$ cat config.mk
export PLATFORM = sky130hd
export DESIGN_NAME = biquad_filter_section
export DESIGN_NICKNAME = d
export VERILOG_FILES = /design/src/rtl/bqf_pkg.sv /design/src/rtl/bqf_mac.sv /design/src/rtl/bqf_div.sv /design/src/rtl/biquad_filter_section.sv
export VERILOG_INCLUDE_DIRS = /design/src /design/src/rtl
export SDC_FILE = /design/constraint.sdc
export NUM_CORES = 1
export LEC_CHECK = 0
export BUFFER_PORTS_ARGS = -buffer_cell sky130_fd_sc_hd__buf_2
export CAP_MARGIN = 20
export CELL_PAD_IN_SITES_DETAIL_PLACEMENT = 1
export CELL_PAD_IN_SITES_GLOBAL_PLACEMENT = 1
export CORE_MARGIN = 2
export CORE_UTILIZATION = 40
export CTS_CLUSTER_DIAMETER = 50
export CTS_CLUSTER_SIZE = 14
export DETAILED_ROUTE_END_ITERATION = 7
export HOLD_SLACK_MARGIN = 0.02
export PLACE_DENSITY_LB_ADDON = 0.3
export RECOVER_POWER = 25
export SLEW_MARGIN = 20
export SYNTH_ARGS = -nofsm -noshare
export SYNTH_HDL_FRONTEND = slang
export SYNTH_SLANG_ARGS = --single-unit
$ cat constraint.sdc
create_clock -name clk -period 9 [get_ports clk]
set_clock_uncertainty 0.15 [all_clocks]
set_input_delay 0.9 -clock clk [delete_from_list [all_inputs] [get_ports clk]]
set_output_delay 0.9 -clock clk [all_outputs]
set_load 0.01 [all_outputs]
$ cat src/rtl/assert_macros.svh
// assertion macros shared by the biquad section rtl
// no dependencies; include once per file that checks properties
`ifndef ASSERT_MACROS_SVH
`define ASSERT_MACROS_SVH

// same-cycle implication, disabled while reset is low
`define BQF_ASSERT_IMP(name, clk, rstn, ante, cons, msg) \
    name: assert property (@(posedge clk) disable iff (!rstn) (ante) |-> (cons)) \
        else $error(msg);

// next-cycle implication, disabled while reset is low
`define BQF_ASSERT_NXT(name, clk, rstn, ante, cons, msg) \
    name: assert property (@(posedge clk) disable iff (!rstn) (ante) |=> (cons)) \
        else $error(msg);

`endif

$ cat src/rtl/bqf_pkg.sv
// shared widths, types and codes for the biquad filter section
// no dependencies; compiled before every module of the block
`timescale 1ns / 1ps

package bqf_pkg;

    localparam int SAMPLE_W    = 16;
    localparam int COEF_W      = 16;
    localparam int DIGIT_W     = 4;
    localparam int NUM_DIGITS  = SAMPLE_W / DIGIT_W;
    localparam int DIGIT_CNT_W = $clog2(NUM_DIGITS);
    localparam int TERM_W      = 3;
    // coefficient with room for negation
    localparam int NCOEF_W     = COEF_W + 1;
    localparam int PP_W        = NCOEF_W + DIGIT_W + 1;
    localparam int PROD_W      = NCOEF_W + SAMPLE_W;
    // five terms need three guard bits
    localparam int ACC_W       = PROD_W + 3;
    localparam int MAG_W       = ACC_W;
    localparam int DIV_CNT_W   = $clog2(MAG_W + 1);
    localparam int CFG_IDX_W   = 3;

    typedef logic signed [SAMPLE_W-1:0] sample_t;
    typedef logic signed [COEF_W-1:0]   coef_t;

    localparam coef_t COEF_ONE  = coef_t'(16384);
    localparam coef_t COEF_ZERO = coef_t'(0);

    // operand samples for one output
    typedef struct packed {
        sample_t x;
        sample_t x1;
        sample_t x2;
        sample_t y1;
        sample_t y2;
    } operands_t;

    // multiply taps, divisor excluded
    typedef struct packed {
        coef_t b0;
        coef_t b1;
        coef_t b2;
        coef_t a1;
        coef_t a2;
    } taps_t;

    typedef enum logic [CFG_IDX_W-1:0] {
        REG_B0 = 3'd0,
        REG_B1 = 3'd1,
        REG_B2 = 3'd2,
        REG_A0 = 3'd3,
        REG_A1 = 3'd4,
        REG_A2 = 3'd5
    } cfg_reg_t;

    typedef enum logic [TERM_W-1:0] {
        TERM_B0,
        TERM_B1,
        TERM_B2,
        TERM_A1,
        TERM_A2
    } term_t;

    typedef enum logic [2:0] {
        ST_IDLE,
        ST_MAC_GO,
        ST_MAC,
        ST_DIV,
        ST_OUT
    } state_t;

endpackage

$ cat src/rtl/bqf_mac.sv
// digit-serial multiply-accumulate of the five biquad terms
// depends on bqf_pkg
`timescale 1ns / 1ps

module bqf_mac (
    input  logic                                 clk,
    input  logic                                 rst_n,
    input  logic                                 start,
    input  bqf_pkg::operands_t                   ops,
    input  bqf_pkg::taps_t                       taps,
    output logic                                 done,
    output logic signed [bqf_pkg::ACC_W-1:0]     acc
);
    import bqf_pkg::*;

    logic                     busy_reg, busy_next;
    logic                     done_reg, done_next;
    term_t                    term_reg, term_next;
    logic [DIGIT_CNT_W-1:0]   digit_reg, digit_next;
    sample_t                  opnd_reg, opnd_next;
    logic signed [PROD_W-1:0] prod_reg, prod_next;
    logic signed [ACC_W-1:0]  acc_reg, acc_next;

    logic signed [NCOEF_W-1:0] tcoef;
    logic [DIGIT_W-1:0]        dig;
    logic signed [DIGIT_W:0]   dval;
    logic signed [PP_W-1:0]    pp;
    logic signed [PROD_W-1:0]  prod_sum;
    logic                      first_digit;
    logic                      last_digit;

    function automatic sample_t term_opnd(term_t t, operands_t o);
        sample_t r;
        case (t)
            TERM_B0: r = o.x;
            TERM_B1: r = o.x1;
            TERM_B2: r = o.x2;
            TERM_A1: r = o.y1;
            TERM_A2: r = o.y2;
            default: r = o.x;
        endcase
        return r;
    endfunction

    // feedback taps enter negated
    always_comb
    begin
        case (term_reg)
            TERM_B0: tcoef = NCOEF_W'(taps.b0);
            TERM_B1: tcoef = NCOEF_W'(taps.b1);
            TERM_B2: tcoef = NCOEF_W'(taps.b2);
            TERM_A1: tcoef = -NCOEF_W'(taps.a1);
            TERM_A2: tcoef = -NCOEF_W'(taps.a2);
            default: tcoef = '0;
        endcase
    end

    // msb digit first: top digit signed, the rest unsigned
    assign first_digit = (digit_reg == '0);
    assign last_digit  = (digit_reg == DIGIT_CNT_W'(NUM_DIGITS - 1));
    assign dig         = opnd_reg[SAMPLE_W-1 -: DIGIT_W];
    assign dval        = first_digit ? {dig[DIGIT_W-1], dig} : {1'b0, dig};
    assign pp          = tcoef * dval;
    assign prod_sum    = (first_digit ? PROD_W'(0) : (prod_reg <<< DIGIT_W)) + PROD_W'(pp);

    always_comb
    begin
        busy_next  = busy_reg;
        done_next  = 1'b0;
        term_next  = term_reg;
        digit_next = digit_reg;
        opnd_next  = opnd_reg;
        prod_next  = prod_reg;
        acc_next   = acc_reg;
        if (start)
        begin
            busy_next  = 1'b1;
            term_next  = TERM_B0;
            digit_next = '0;
            opnd_next  = ops.x;
            acc_next   = '0;
        end
        else if (busy_reg)
        begin
            opnd_next = opnd_reg << DIGIT_W;
            if (last_digit)
            begin
                acc_next   = acc_reg + ACC_W'(prod_sum);
                digit_next = '0;
                if (term_reg == TERM_A2)
                begin
                    busy_next = 1'b0;
                    done_next = 1'b1;
                end
                else
                begin
                    term_next = term_t'(term_reg + 1'b1);
                    opnd_next = term_opnd(term_t'(term_reg + 1'b1), ops);
                end
            end
            else
            begin
                digit_next = digit_reg + 1'b1;
                prod_next  = prod_sum;
            end
        end
    end

    always_ff @(posedge clk or negedge rst_n)
    begin
        if (!rst_n)
        begin
            busy_reg  <= 1'b0;
            done_reg  <= 1'b0;
            term_reg  <= TERM_B0;
            digit_reg <= '0;
        end
        else
        begin
            busy_reg  <= busy_next;
            done_reg  <= done_next;
            term_reg  <= term_next;
            digit_reg <= digit_next;
        end
    end

    always_ff @(posedge clk)
    begin
        opnd_reg <= opnd_next;
        prod_reg <= prod_next;
        acc_reg  <= acc_next;
    end

    assign done = done_reg;
    assign acc  = acc_reg;

endmodule

$ cat src/rtl/bqf_div.sv
// bit-serial restoring divider, unsigned magnitudes
// depends on bqf_pkg
`timescale 1ns / 1ps

module bqf_div (
    input  logic                          clk,
    input  logic                          rst_n,
    input  logic                          start,
    input  logic [bqf_pkg::MAG_W-1:0]     dividend,
    input  logic [bqf_pkg::COEF_W-1:0]    divisor,
    output logic                          done,
    output logic [bqf_pkg::MAG_W-1:0]     quotient
);
    import bqf_pkg::*;

    logic                  busy_reg, busy_next;
    logic                  done_reg, done_next;
    logic [DIV_CNT_W-1:0]  cnt_reg, cnt_next;
    logic [COEF_W-1:0]     rem_reg, rem_next;
    logic [MAG_W-1:0]      quo_reg, quo_next;
    logic [COEF_W-1:0]     dvs_reg, dvs_next;

    logic [COEF_W:0]       shifted;
    logic [COEF_W+1:0]     diff;
    logic                  qbit;

    // one quotient bit per cycle
    assign shifted = {rem_reg, quo_reg[MAG_W-1]};
    assign diff    = {1'b0, shifted} - {2'b00, dvs_reg};
    assign qbit    = ~diff[COEF_W+1];

    always_comb
    begin
        busy_next = busy_reg;
        done_next = 1'b0;
        cnt_next  = cnt_reg;
        rem_next  = rem_reg;
        quo_next  = quo_reg;
        dvs_next  = dvs_reg;
        if (start)
        begin
            busy_next = 1'b1;
            cnt_next  = DIV_CNT_W'(MAG_W);
            rem_next  = '0;
            quo_next  = dividend;
            dvs_next  = divisor;
        end
        else if (busy_reg)
        begin
            rem_next = qbit ? diff[COEF_W-1:0] : shifted[COEF_W-1:0];
            quo_next = {quo_reg[MAG_W-2:0], qbit};
            cnt_next = cnt_reg - 1'b1;
            if (cnt_reg == DIV_CNT_W'(1))
            begin
                busy_next = 1'b0;
                done_next = 1'b1;
            end
        end
    end

    always_ff @(posedge clk or negedge rst_n)
    begin
        if (!rst_n)
        begin
            busy_reg <= 1'b0;
            done_reg <= 1'b0;
            cnt_reg  <= '0;
        end
        else
        begin
            busy_reg <= busy_next;
            done_reg <= done_next;
            cnt_reg  <= cnt_next;
        end
    end

    always_ff @(posedge clk)
    begin
        rem_reg <= rem_next;
        quo_reg <= quo_next;
        dvs_reg <= dvs_next;
    end

    assign done     = done_reg;
    assign quotient = quo_reg;

endmodule

$ cat src/rtl/biquad_filter_section.sv
// top level of the direct-form-I biquad filter section
// depends on bqf_pkg, bqf_mac, bqf_div and assert_macros.svh
`timescale 1ns / 1ps
`include "assert_macros.svh"

// One signed 16-bit sample in, one filtered sample out:
// y = (b0*x + b1*x1 + b2*x2 - a1*y1 - a2*y2) / a0, coefficients signed Q2.14.
// The quotient truncates toward zero and saturates to 16 bits. With a0 zero the
// result is 0 with tuser[0] (divide error) set, and the output history takes 0.
// The first sample after reset preloads all four history taps with itself.
// Per sample the five products run four 4-bit digits each through one 17x5
// multiplier, then a restoring divider makes one quotient bit per cycle over
// the 36-bit magnitude; the steps are capture, product start, products,
// divider start, division, saturation and output load. A sample with a0 zero
// goes from capture straight to output load. One sample is in flight at a
// time; the result sits in an output register, so the next sample is taken
// while it waits downstream, and a result that is still waiting when the next
// one is done holds the block until it leaves. Coefficients are written
// through the cfg port, always ready; the user must write them only while
// idle, which the block itself does not enforce.

module biquad_filter_section (
    input  logic                              clk,
    input  logic                              rst_n,
    // input samples
    input  logic                              s_axis_tvalid,
    output logic                              s_axis_tready,
    input  logic [bqf_pkg::SAMPLE_W-1:0]      s_axis_tdata,   // [15:0] sample_in
    // filtered samples
    output logic                              m_axis_tvalid,
    input  logic                              m_axis_tready,
    output logic [bqf_pkg::SAMPLE_W-1:0]      m_axis_tdata,   // [15:0] sample_out
    output logic [0:0]                        m_axis_tuser,   // [0] divide_error
    // coefficient writes
    input  logic                              cfg_valid,
    output logic                              cfg_ready,
    input  logic [bqf_pkg::CFG_IDX_W-1:0]     cfg_index,
    input  logic [bqf_pkg::COEF_W-1:0]        cfg_data
);
    import bqf_pkg::*;

    // coefficient registers
    coef_t b0_reg, b1_reg, b2_reg, a0_reg, a1_reg, a2_reg;

    // filter history and the sample in flight
    sample_t x1_reg, x1_next;
    sample_t x2_reg, x2_next;
    sample_t y1_reg, y1_next;
    sample_t y2_reg, y2_next;
    sample_t x_reg, x_next;
    logic    primed_reg, primed_next;

    // sequencer
    state_t  state_reg, state_next;
    sample_t y_reg, y_next;
    logic    err_reg, err_next;
    logic    neg_reg, neg_next;

    // output slot
    logic    out_valid_reg, out_valid_next;
    sample_t out_data_reg, out_data_next;
    logic    out_err_reg, out_err_next;

    // datapath links
    operands_t               ops;
    taps_t                   taps;
    logic                    mac_start;
    logic                    mac_done;
    logic signed [ACC_W-1:0] mac_acc;
    logic                    div_start;
    logic                    div_done;
    logic [MAG_W-1:0]        acc_mag;
    logic [COEF_W-1:0]       a0_mag;
    logic [MAG_W-1:0]        quotient;
    logic                    in_req;
    logic                    slot_free;

    localparam logic [MAG_W-1:0] POS_LIMIT = MAG_W'((64'd1 << (SAMPLE_W - 1)) - 64'd1);
    localparam logic [MAG_W-1:0] NEG_LIMIT = MAG_W'(64'd1 << (SAMPLE_W - 1));

    // signed saturation of the quotient magnitude
    function automatic sample_t sat_quotient(logic [MAG_W-1:0] q, logic neg);
        sample_t r;
        if (neg)
        begin
            if (q > NEG_LIMIT)
                r = sample_t'(NEG_LIMIT[SAMPLE_W-1:0]);
            else
                r = -sample_t'(q[SAMPLE_W-1:0]);
        end
        else
        begin
            if (q > POS_LIMIT)
                r = sample_t'(POS_LIMIT[SAMPLE_W-1:0]);
            else
                r = sample_t'(q[SAMPLE_W-1:0]);
        end
        return r;
    endfunction

    // ------------------------------------------------------------------
    // coefficient port, takes a write every cycle, unknown indexes dropped
    // ------------------------------------------------------------------
    assign cfg_ready = 1'b1;

    always_ff @(posedge clk or negedge rst_n)
    begin
        if (!rst_n)
        begin
            b0_reg <= COEF_ONE;
            b1_reg <= COEF_ZERO;
            b2_reg <= COEF_ZERO;
            a0_reg <= COEF_ONE;
            a1_reg <= COEF_ZERO;
            a2_reg <= COEF_ZERO;
        end
        else if (cfg_valid && cfg_ready)
        begin
            case (cfg_reg_t'(cfg_index))
                REG_B0:  b0_reg <= coef_t'(cfg_data);
                REG_B1:  b1_reg <= coef_t'(cfg_data);
                REG_B2:  b2_reg <= coef_t'(cfg_data);
                REG_A0:  a0_reg <= coef_t'(cfg_data);
                REG_A1:  a1_reg <= coef_t'(cfg_data);
                REG_A2:  a2_reg <= coef_t'(cfg_data);
                default: ;
            endcase
        end
    end

    // ------------------------------------------------------------------
    // datapath units
    // ------------------------------------------------------------------
    assign ops  = '{x: x_reg, x1: x1_reg, x2: x2_reg, y1: y1_reg, y2: y2_reg};
    assign taps = '{b0: b0_reg, b1: b1_reg, b2: b2_reg, a1: a1_reg, a2: a2_reg};

    bqf_mac u_mac (
        .clk   (clk),
        .rst_n (rst_n),
        .start (mac_start),
        .ops   (ops),
        .taps  (taps),
        .done  (mac_done),
        .acc   (mac_acc)
    );

    // sign handled outside the divider
    assign acc_mag = mac_acc[ACC_W-1] ? MAG_W'(-mac_acc) : MAG_W'(mac_acc);
    assign a0_mag  = a0_reg[COEF_W-1] ? COEF_W'(-a0_reg) : COEF_W'(a0_reg);

    bqf_div u_div (
        .clk      (clk),
        .rst_n    (rst_n),
        .start    (div_start),
        .dividend (acc_mag),
        .divisor  (a0_mag),
        .done     (div_done),
        .quotient (quotient)
    );

    // ------------------------------------------------------------------
    // sequencer
    // ------------------------------------------------------------------
    assign s_axis_tready = (state_reg == ST_IDLE);
    assign in_req        = s_axis_tvalid && s_axis_tready;
    assign slot_free     = !out_valid_reg || m_axis_tready;

    always_comb
    begin
        state_next     = state_reg;
        x_next         = x_reg;
        x1_next        = x1_reg;
        x2_next        = x2_reg;
        y1_next        = y1_reg;
        y2_next        = y2_reg;
        primed_next    = primed_reg;
        y_next         = y_reg;
        err_next       = err_reg;
        neg_next       = neg_reg;
        out_valid_next = out_valid_reg;
        out_data_next  = out_data_reg;
        out_err_next   = out_err_reg;
        mac_start      = 1'b0;
        div_start      = 1'b0;

        // downstream took the result
        if (out_valid_reg && m_axis_tready)
            out_valid_next = 1'b0;

        case (state_reg)
            ST_IDLE:
            begin
                if (in_req)
                begin
                    x_next = sample_t'(s_axis_tdata);
                    // first sample fills the whole history
                    if (!primed_reg)
                    begin
                        x1_next     = sample_t'(s_axis_tdata);
                        x2_next     = sample_t'(s_axis_tdata);
                        y1_next     = sample_t'(s_axis_tdata);
                        y2_next     = sample_t'(s_axis_tdata);
                        primed_next = 1'b1;
                    end
                    if (a0_reg == COEF_ZERO)
                    begin
                        // divide error: no arithmetic, zero result
                        y_next     = '0;
                        err_next   = 1'b1;
                        state_next = ST_OUT;
                    end
                    else
                    begin
                        err_next   = 1'b0;
                        state_next = ST_MAC_GO;
                    end
                end
            end
            ST_MAC_GO:
            begin
                // history is settled now, start the products
                mac_start  = 1'b1;
                state_next = ST_MAC;
            end
            ST_MAC:
            begin
                if (mac_done)
                begin
                    div_start  = 1'b1;
                    neg_next   = mac_acc[ACC_W-1] ^ a0_reg[COEF_W-1];
                    state_next = ST_DIV;
                end
            end
            ST_DIV:
            begin
                if (div_done)
                begin
                    y_next     = sat_quotient(quotient, neg_reg);
                    state_next = ST_OUT;
                end
            end
            ST_OUT:
            begin
                // hand over and shift history in one step
                if (slot_free)
                begin
                    out_valid_next = 1'b1;
                    out_data_next  = y_reg;
                    out_err_next   = err_reg;
                    x2_next        = x1_reg;
                    x1_next        = x_reg;
                    y2_next        = y1_reg;
                    y1_next        = y_reg;
                    state_next     = ST_IDLE;
                end
            end
            default:
            begin
                state_next = ST_IDLE;
            end
        endcase
    end

    always_ff @(posedge clk or negedge rst_n)
    begin
        if (!rst_n)
        begin
            state_reg     <= ST_IDLE;
            primed_reg    <= 1'b0;
            out_valid_reg <= 1'b0;
            x1_reg        <= '0;
            x2_reg        <= '0;
            y1_reg        <= '0;
            y2_reg        <= '0;
        end
        else
        begin
            state_reg     <= state_next;
            primed_reg    <= primed_next;
            out_valid_reg <= out_valid_next;
            x1_reg        <= x1_next;
            x2_reg        <= x2_next;
            y1_reg        <= y1_next;
            y2_reg        <= y2_next;
        end
    end

    always_ff @(posedge clk)
    begin
        x_reg        <= x_next;
        y_reg        <= y_next;
        err_reg      <= err_next;
        neg_reg      <= neg_next;
        out_data_reg <= out_data_next;
        out_err_reg  <= out_err_next;
    end

    assign m_axis_tvalid   = out_valid_reg;
    assign m_axis_tdata    = out_data_reg;
    assign m_axis_tuser[0] = out_err_reg;

    // ------------------------------------------------------------------
    // checks
    // ------------------------------------------------------------------
    `BQF_ASSERT_NXT(a_zero_div_skips, clk, rst_n,
        in_req && (a0_reg == COEF_ZERO), (state_reg == ST_OUT) && err_reg,
        "zero divisor request did not go straight to output")
    `BQF_ASSERT_IMP(a_mac_done_waited, clk, rst_n,
        mac_done, state_reg == ST_MAC,
        "mac finished outside its wait state")
    `BQF_ASSERT_IMP(a_div_done_waited, clk, rst_n,
        div_done, state_reg == ST_DIV,
        "divider finished outside its wait state")
    `BQF_ASSERT_NXT(a_out_holds, clk, rst_n,
        (state_reg == ST_OUT) && out_valid_reg && !m_axis_tready, state_reg == ST_OUT,
        "result handed over while output slot was full")
    `BQF_ASSERT_IMP(a_err_zero, clk, rst_n,
        m_axis_tvalid && m_axis_tuser[0], m_axis_tdata == '0,
        "divide error with nonzero sample")

endmodule

## Word level (Yosys, flattened, before mapping)

Cells that the tools add are included.
W data, S select, Z words.

| word-level totals | value |
|---|---|
| output and inout bits | 20 |
| register bits after elaboration | 380 |
| bits of input ports | 40 |

| cells by class | value |
|---|---|
| reductions and logical operators | 29 |
| add/sub/neg operators | 11 |
| multipliers | 1 |
| $lt $le $gt $ge | 2 |
| equal/unequal tests | 26 |
| mux-type cells | 66 |
| bitwise operators | 4 |

Operator list:

| cell | number |
|---|---|
| $mux W16 | 17 |
| $pmux W16 S2 | 5 |
| $mux W36 | 3 |
| $pmux W17 S5 | 1 |
| $pmux W16 S4 | 1 |
| $add A36 B33 Y36 | 1 |
| $gt A36 B15 Y1 const B | 1 |
| $gt A36 B16 Y1 const B | 1 |
| $neg A36 Y36 | 1 |
| $neg A16 Y17 | 2 |
| $add A33 B22 Y33 | 1 |
| $mux W33 | 1 |
| $neg A16 Y16 | 2 |
| $mux W3 | 9 |
| $eq A3 B2 Y1 const B | 8 |
| $mul A17 B5 Y22 | 1 |
| $mux W1 | 21 |
| $reduce_and A2 Y1 | 10 |
| $sub A17 B16 Y18 | 1 |
| $logic_not A16 Y1 | 1 |
| $eq A3 B3 Y1 const B | 5 |
| $mux W15 | 1 |
| $pmux W3 S5 | 1 |
| $eq A3 B1 Y1 const B | 4 |
| 20 further kinds | 40 |

## Logic depth before layout (Yosys ltp)

Gate-level depths: netlist (run 1).

| depth | value |
|---|---|
| depth after elaboration | 7 |
| mapped depth | 38 |
| mapped depth without buffers | 37 |

## Cells and area by module

From an unflattened synthesis (run 1), not the netlist that was laid out.

| unflattened totals | value |
|---|---|
| cell total of the unflattened synthesis | 2426 |
| area, all modules | 24847.6 sq um |

Modules (own cells, without submodules):

| module | area each (sq um) | instances | sequential area each (sq um) | cells an instance |
|---|---|---|---|---|
| bqf_mac | 11151.9 | 1 | 2247.2 | 1243 |
| biquad_filter_section | 9813.2 | 1 | 5662.9 | 859 |
| bqf_div | 3882.5 | 1 | 2082.0 | 324 |

## Least setup slack after synthesis (run 1)

OpenSTA, ideal clock, no wires.

| path | value |
|---|---|
| path kind | reg2reg |
| from | reg a2_reg[3] |
| to | reg u_mac.acc_reg[35], in the netlist u_mac.acc[35] |
| setup slack | 285 ps |
| stages on the path, launching flop included | 34 |
| buffers on the path | 0 |
| data required time | 8779 ps |
| clock period less this slack | 8715 ps |
| arrival | 8494 ps |
| cell sequence | dfrtp_1 > or4_1 > nor4_1 > nand2b_1 > or4_1 > nor3_1 > o311ai_0 > nand2_1 > inv_1 > fa_1 > fa_1 > fa_1 > ha_1 > ha_1 > and3_1 > nand2_1 > o31ai_1 > o31ai_1 > a21oi_1 > a21oi_1 > o21ai_0 > a21o_1 > a21oi_1 > xnor2_1 > ha_1 > a21o_1 > a21o_1 > a21oi_1 > o21ai_0 > o21ai_0 > nand2b_1 > and3_1 > or4_1 > a21oi_1 |

| between the ends | value |
|---|---|
| cells in the longest elaborated chain, start to end | 5 |

RTL lines:

| element | RTL line | text |
|---|---|---|
| from (decl) | biquad_filter_section.sv:43 | `coef_t b0_reg, b1_reg, b2_reg, a0_reg, a1_reg, a2_reg;` |
| from (signal assigned) | biquad_filter_section.sv:125 | `REG_A2: a2_reg <= coef_t'(cfg_data);` |
| $neg A16 Y17 | bqf_mac.sv:53 | `TERM_A2: tcoef = -NCOEF_W'(taps.a2);` |
| $pmux W17 S5 | bqf_mac.sv:48 | `case (term_reg)` |
| $mul A17 B5 Y22 | bqf_mac.sv:63 | `assign pp = tcoef * dval;` |
| $add A33 B22 Y33 | bqf_mac.sv:64 | `assign prod_sum = (first_digit ? PROD_W'(0) : (prod_reg <<< DIGIT_W)) + PROD_W'(pp);` |
| $add A36 B33 Y36 | bqf_mac.sv:88 | `acc_next = acc_reg + ACC_W'(prod_sum);` |
| to (signal assigned) | bqf_mac.sv:131 | `acc_reg <= acc_next;` |
| to (decl) | bqf_mac.sv:22 | `logic signed [ACC_W-1:0] acc_reg, acc_next;` |

No other way between the ends.
A chain may end at the register's enable or synchronous reset.

## Final worst setup path (run 1)

| path | value |
|---|---|
| from | reg a2_reg[6] |
| to | reg u_mac.acc_reg[35], in the netlist u_mac.acc[35] |

| between the ends | value |
|---|---|
| cells in the longest elaborated chain, start to end | 5 |

RTL lines:

| element | RTL line | text |
|---|---|---|
| $neg A16 Y17 | bqf_mac.sv:53 |  |
| $pmux W17 S5 | bqf_mac.sv:48 |  |
| $mul A17 B5 Y22 | bqf_mac.sv:63 |  |
| $add A33 B22 Y33 | bqf_mac.sv:64 |  |
| via u_mac.prod_sum[28] | bqf_mac.sv:28 | `logic signed [PROD_W-1:0] prod_sum;` |
| $add A36 B33 Y36 | bqf_mac.sv:88 |  |

The timed path passes the listed nets, and every way through them passes these cells.

==> results.toml, run 1 <==
[outcome]
outcome = "complete, but fails checks"
violations = "capacitance limit, slew limit"

[setup_path]
max_stage_delay_ns = 0.59
regToRegEndpoint = "u_mac.acc[35]"
worstSetupPathType = "flop to flop"
rr_worst_depth = 35
r2r_setup_slack_ns = 0.33
crit_fanout = 5
worstPathArrival_ns = 9.06
cp.required_ns = 9.39
cp-start-kind = "flop"
end_kind = "flop"
crit_path_top_delay_cell = "or4_4"
r2r_start = "a2_reg[6]"

[synth]
yosys_warnings = 0
synth_area_sq_um = 24300
synth_edf_count = 148
netlist_instances = 2437
synth-seq-area-share_pct = 41.1
synth_cell_types = 69
syn_nets = 2717
async_flop_share_pct = 47.4
synthFlopType = "dfrtp_1"
synth_top_cell_area_share_pct = 18.3
synth_top_cell_by_area = "dfrtp_1"
ys_seq_elements = 380
synth_area_leaders = "dfrtp_1 (18%), edfxtp_1 (18%), fa_1 (8.6%), ha_1 (6.9%), a21oi_1 (4.4%)"
synth.avg_cell_area_sq_um = 9.98

[final_layout]
antenna-diode-count = 0
fillers = 6717
layout.cells.non_filler = 3332
finish.net_count = 2784
synthToLayoutAreaGrowth_pct = 14.9
mostFrequentLayoutCells = "nand2_1 (282), a21oi_1 (208), o21ai_0 (183), dfrtp_1 (175), edfxtp_1 (148)"
drive_gt1_share_pct = 14.6
final_common_cell = "nand2_1"

[timing]
drv_slew = 154
setup_viol = 0
hold_viol = 0
hold_ws_ns = 0.273
tns_ns = 0
slew_headroom_pct = -208
worst_pin_slew_ns = 4.61
fin_crit_ns = 8.67
fin_ws_ns = 0.326
period_share_pct = 96.4
max_freq_mhz = 115

[grt]
antenna_found_initial = 0
grt_remaining_overflow = 0
grt_max_degree = 129
grt_usage_pct = 22.1
grt_pass1_vias = 20200
grt_pass1_wl_mm = 111

[routing]
wirelength_mm = 69.1
first_pass_iters = 5
via_per_inst = 5.61
wl_per_cell_um = 20.8
drt-initial-drc-count = 1021
vias = 18700
postRouteAntennaNets = 0
drc = 0

[cts]
cts_num_sinks = 380
cts_tree = "built"
htreeDepth = 2
cts_hold_buf = 0
numCtsBuffers = 54
clockBufferDepth = 3
clkTransAtPathRegs_ns = 0.06
clk_latency_ns = 0.63
cts_root_buffer = "clkbuf_16"

[worst_hold_path]
min_to = "m_axis_tuser"
hold_path_class = "flop to flop"
min_path_cells = 0
min_from = "err_reg"

[placed_design]
place_hpwl_mm = 49.5
gp_congestion = 0.867
numPortBuffers = 58
dp.cells = 3222
pre_cts_ws_ns = -0.199

[floorplanning]
die_x_um = 251
core_sq_um = 60200
start_util_pct = 40.4
fp-row-count = 90
die_area_sq_um = 62800
die_h_um = 251
ioPinCount = 60

[run]
max_cap_viol_count = 3
worst max-delay path by stage:
| stage | cells past startpoint | slack (ns) | start | end |
|---|---|---|---|---|
| after floorplan | 33 | 0.28 | a2_reg[3] | u_mac.acc[35] |
| after global placement | 34 | 0.21 | a2_reg[6] | u_mac.acc[35] |
| after detailed placement | 34 | -0.20 | a2_reg[6] | u_mac.acc[35] |
| after CTS | 38 | 0.006 | u_mac.term_reg[0] | u_mac.acc[29] |
| after global routing | 38 | -0.03 | a1_reg[0] | u_mac.acc[35] |
| final | 35 | 0.33 | a2_reg[6] | u_mac.acc[35] |
worst max-delay path: cells and delay by family, from the launching register on:
family / cells / cell delay, ns
adders and majority gates: 6 / 2.48
xor gates and xnor gates: 2 / 0.22
buffers and inverters: 5 / 0.57
DFF: 1 / 0.40
and+or+nand+nor: 9 / 2.25
AOI/OAI and AO/OA: 13 / 2.55
routing by layer:
| layer | part of all wire [%] | global-route usage [%] | vias to the layer above |
|---|---|---|---|
| li1 | - | - | 8777 |
| met1 | 43 | 27.7 | 9496 |
| met2 | 51 | 39.2 | 330 |
| met3 | 4.0 | 3.37 | 103 |
| met4 | 2.4 | 6.54 | 0 |
| met5 | 0 | 0 | - |
kinds of logic after synthesis:
group | count (synthesis) | share of synthesized area (%)
other | 1 | 0.0154
and+or+nand+nor | 699 | 13.9
buffers and inverters | 226 | 3.51
AOI/OAI and AO/OA | 636 | 15.7
muxes | 110 | 5.01
xor gates and xnor gates | 145 | 5.22
adders and majority gates | 240 | 15.6
DFF | 380 | 41.1
synth_stat cells (18+ instances only):
cell type and instances:
dfxtp_1 52, o31ai_1 19, nor4_1 18, nor3_1 32
ha_1 135, a21oi_1 213, a22oi_1 44, fa_1 105
xnor2_1 79, or3_1 21, dfrtp_1 178, clkbuf_1 104
a21o_1 46, xor2_1 66, nand2_1 283, nor2b_1 48
inv_1 116, nand2b_1 28, edfxtp_1 148, mux2_2 94
o21ai_0 191, and2_1 76, nand3_1 40, nor2_1 102
cell type report:
| class | instances | area (sq um) | share of cell area (%) |
|---|---|---|---|
| multi-input combinational | 1831 | 13800 | 49.4 |
| timing repair buffer | 121 | 778 | 2.78 |
| clock buffer | 60 | 1440 | 5.14 |
| tap | 782 | 978 | 3.50 |
| clock inverter | 42 | 536 | 1.92 |
| inverter | 116 | 435 | 1.56 |
| sequential | 380 | 10000 | 35.7 |
timing repair:
action | CTS | global route
pin swaps | 4 | 17
endpoints found under the setup margin | 5 | 15
gates resized for setup | 12 | 58
buffers inserted | 1 | 7
stage by stage:
step / instance area (sq um) / util (%)
after floorplan: 24300 / -
after global placement: 25700 / 42.6
after detailed placement: 25700 / 42.6
after CTS: 27700 / 46.0
after global routing: 28000 / 46.4
final: 28000 / 46.4
Power of run 1 is not shown: default switching activity piles up to over one toggle a cycle in this logic, so the estimate is an artifact.
==> inputs of run 2 (changes only) <==
--- a/config.mk
+++ b/config.mk
@@ -21,4 +21,5 @@
 export SLEW_MARGIN = 20
 export SYNTH_ARGS = -nofsm -noshare
 export SYNTH_HDL_FRONTEND = slang
+export SYNTH_HIERARCHICAL = 1
 export SYNTH_SLANG_ARGS = --single-unit
==> results.toml, run 2 <==
[cts]
numCtsBuffers = 51
cts_tree = "built"
clk_latency_ns = 0.60
htreeDepth = 2
cts_hold_buf = 0
cts_num_sinks = 380
clockBufferDepth = 3
clkTransAtPathRegs_ns = 0.06
cts_root_buffer = "clkbuf_16"

[timing]
hold_viol = 0
hold_ws_ns = 0.276
setup_viol = 0
fin_crit_ns = 8.63
slew_headroom_pct = -176
max_freq_mhz = 116
period_share_pct = 95.9
drv_slew = 231
worst_pin_slew_ns = 4.14
rsz0062_at_grt = "yes"

[final_layout]
finish.net_count = 2764
ff_latch_area_sq_um = 10000
antenna-diode-count = 0
fillers = 6759
utilization_pct = 45.8
multiInputGateArea_sq_um = 14300
synthToLayoutAreaGrowth_pct = 13.6
final_common_cell = "nand2_1"
mostFrequentLayoutCells = "nand2_1 (236), dfrtp_1 (175), a21oi_1 (174), edfxtp_1 (148), mux2_2 (134)"
layout.cells.non_filler = 3363
drive_gt1_share_pct = 16.6

[routing]
vias = 18600
met3_length_mm = 1.96
wl_per_cell_um = 20.2
first_pass_iters = 7
via_per_inst = 5.53
drt-met1-wl_mm = 31.6
drc = 0
wirelength_mm = 68.1
drt-initial-drc-count = 963
dr.max_layer_used = "met4"
postRouteAntennaNets = 0
wl_met2_mm = 33.3

[synth]
async_flop_share_pct = 47.4
synth_area_sq_um = 24800
synth.avg_cell_area_sq_um = 10.2
yosys.cell_count.top_type = "nand2_1"
yosys_warnings = 6
synth_top_cell_area_share_pct = 17.9
synth_cell_types = 91
synth_top_cell_by_area = "dfrtp_1"
syn_nets = 2707
synthFlopType = "dfrtp_1"
synthTopCellsByCount = "nand2_1 (238), a21oi_1 (185), dfrtp_1 (178)"
synth-seq-area-share_pct = 40.2
synth_area_leaders = "dfrtp_1 (18%), edfxtp_1 (18%), fa_1 (8.5%), ha_1 (6.8%), mux2_2 (6.1%)"
synth_edf_count = 148
netlist_instances = 2426
ys_seq_elements = 380

[grt]
antenna_found_initial = 0
grt_usage_pct = 21.7
grt_remaining_overflow = 0
grt_pass1_wl_mm = 112
grt_pass1_vias = 20200
grt_max_degree = 129

[floorplanning]
fp-row-count = 91
start_util_pct = 40.3
die_x_um = 253
core_sq_um = 61600
die_h_um = 253
ioPinCount = 60
die_area_sq_um = 64100

[placed_design]
gp_congestion = 0.897
numPortBuffers = 58
place_hpwl_mm = 49.5
dp.cells = 3262

[setup_path]
crit_path_top_delay_cell = "fa_1"
path_buf_inv = 0
end_kind = "flop"
cp-start-kind = "flop"
worstPathArrival_ns = 8.97
r2r_setup_slack_ns = 0.37
max_stage_delay_ns = 0.55
crit_fanout = 5
path_delay_family = "compound AO/OA/AOI/OAI gates"
worstSetupPathType = "flop to flop"
cp.required_ns = 9.34

[outcome]
violations = "capacitance limit, slew limit"
outcome = "complete, but fails checks"

[worst_hold_path]
hold_path_class = "flop to flop"

[run]
max_cap_viol_count = 4
run 2: worst paths after layout:
check	startpoint	to	cells after the start
setup reg to reg	a2_reg[3]	u_mac/acc[35]	35
hold / removal	err_reg	m_axis_tuser	0
setup / recovery	a2_reg[3]	u_mac/acc[35]	35
max in group asynchronous	rst_n	a2_reg[3]	2
min in group asynchronous	rst_n	u_div/cnt_reg[0]	1
hold reg to reg	err_reg	m_axis_tuser	0
run 2: kinds of logic after synthesis:
logic type	after synthesis	synth area share, %
multiplexers	138	6.23
other	1	0.0151
AND/OR/NAND/NOR	730	14.9
adder cells (fa/ha/maj)	241	15.3
flip-flops	380	40.2
XOR/XNOR	142	5.01
buffers and inverters	229	3.60
AO/OA/AOI/OAI	565	14.7
run 2: timing repair:
item                                    4_1_cts  5_1_grt
pin swaps                                     1       13
setup buffers                                 0        5
resized for setup                             4       71
endpoints found under the setup margin        1       11
run 2: per-stage QoR:
| stage | worst slack (ns) | instance area, sq um | setup TNS [ns] |
|---|---|---|---|
| after floorplan | 0.281 | 24800 | 0 |
| final | 0.371 | 28200 | 0 |
| after CTS | 0.0164 | 28000 | 0 |
| after global placement | 0.185 | 26200 | 0 |
| after detailed placement | -0.0452 | 26200 | -0.0452 |
| after global routing | -0.0411 | 28200 | -0.0987 |
run 2: layout make-up:
cell class	count	share of cell area [%]
flip-flops and latches	380	35.4
multi-input cells	1817	50.6
inverters	124	1.65
clock inverters	35	1.42
repair buffers	109	2.34
clock buffers	61	4.88
well taps	837	3.71
run 2: worst reg2reg max path: cells and delay by family (launching register included):
family          cells  cell delay, ns
compound gates     14            3.04
fa+ha+maj           6            2.49
flops               1            0.45
simple gates       14            2.26
xor+xnor            1            0.15
run 2: per-layer routing:
metal / up-vias / global-route usage (%)
met4: 0 / 5.41
met2: 259 / 37.7
met3: 92 / 2.46
li1: 8802 / -
met1: 9428 / 29.0
met5: - / 0
Power of run 2 is left out for the same reason.
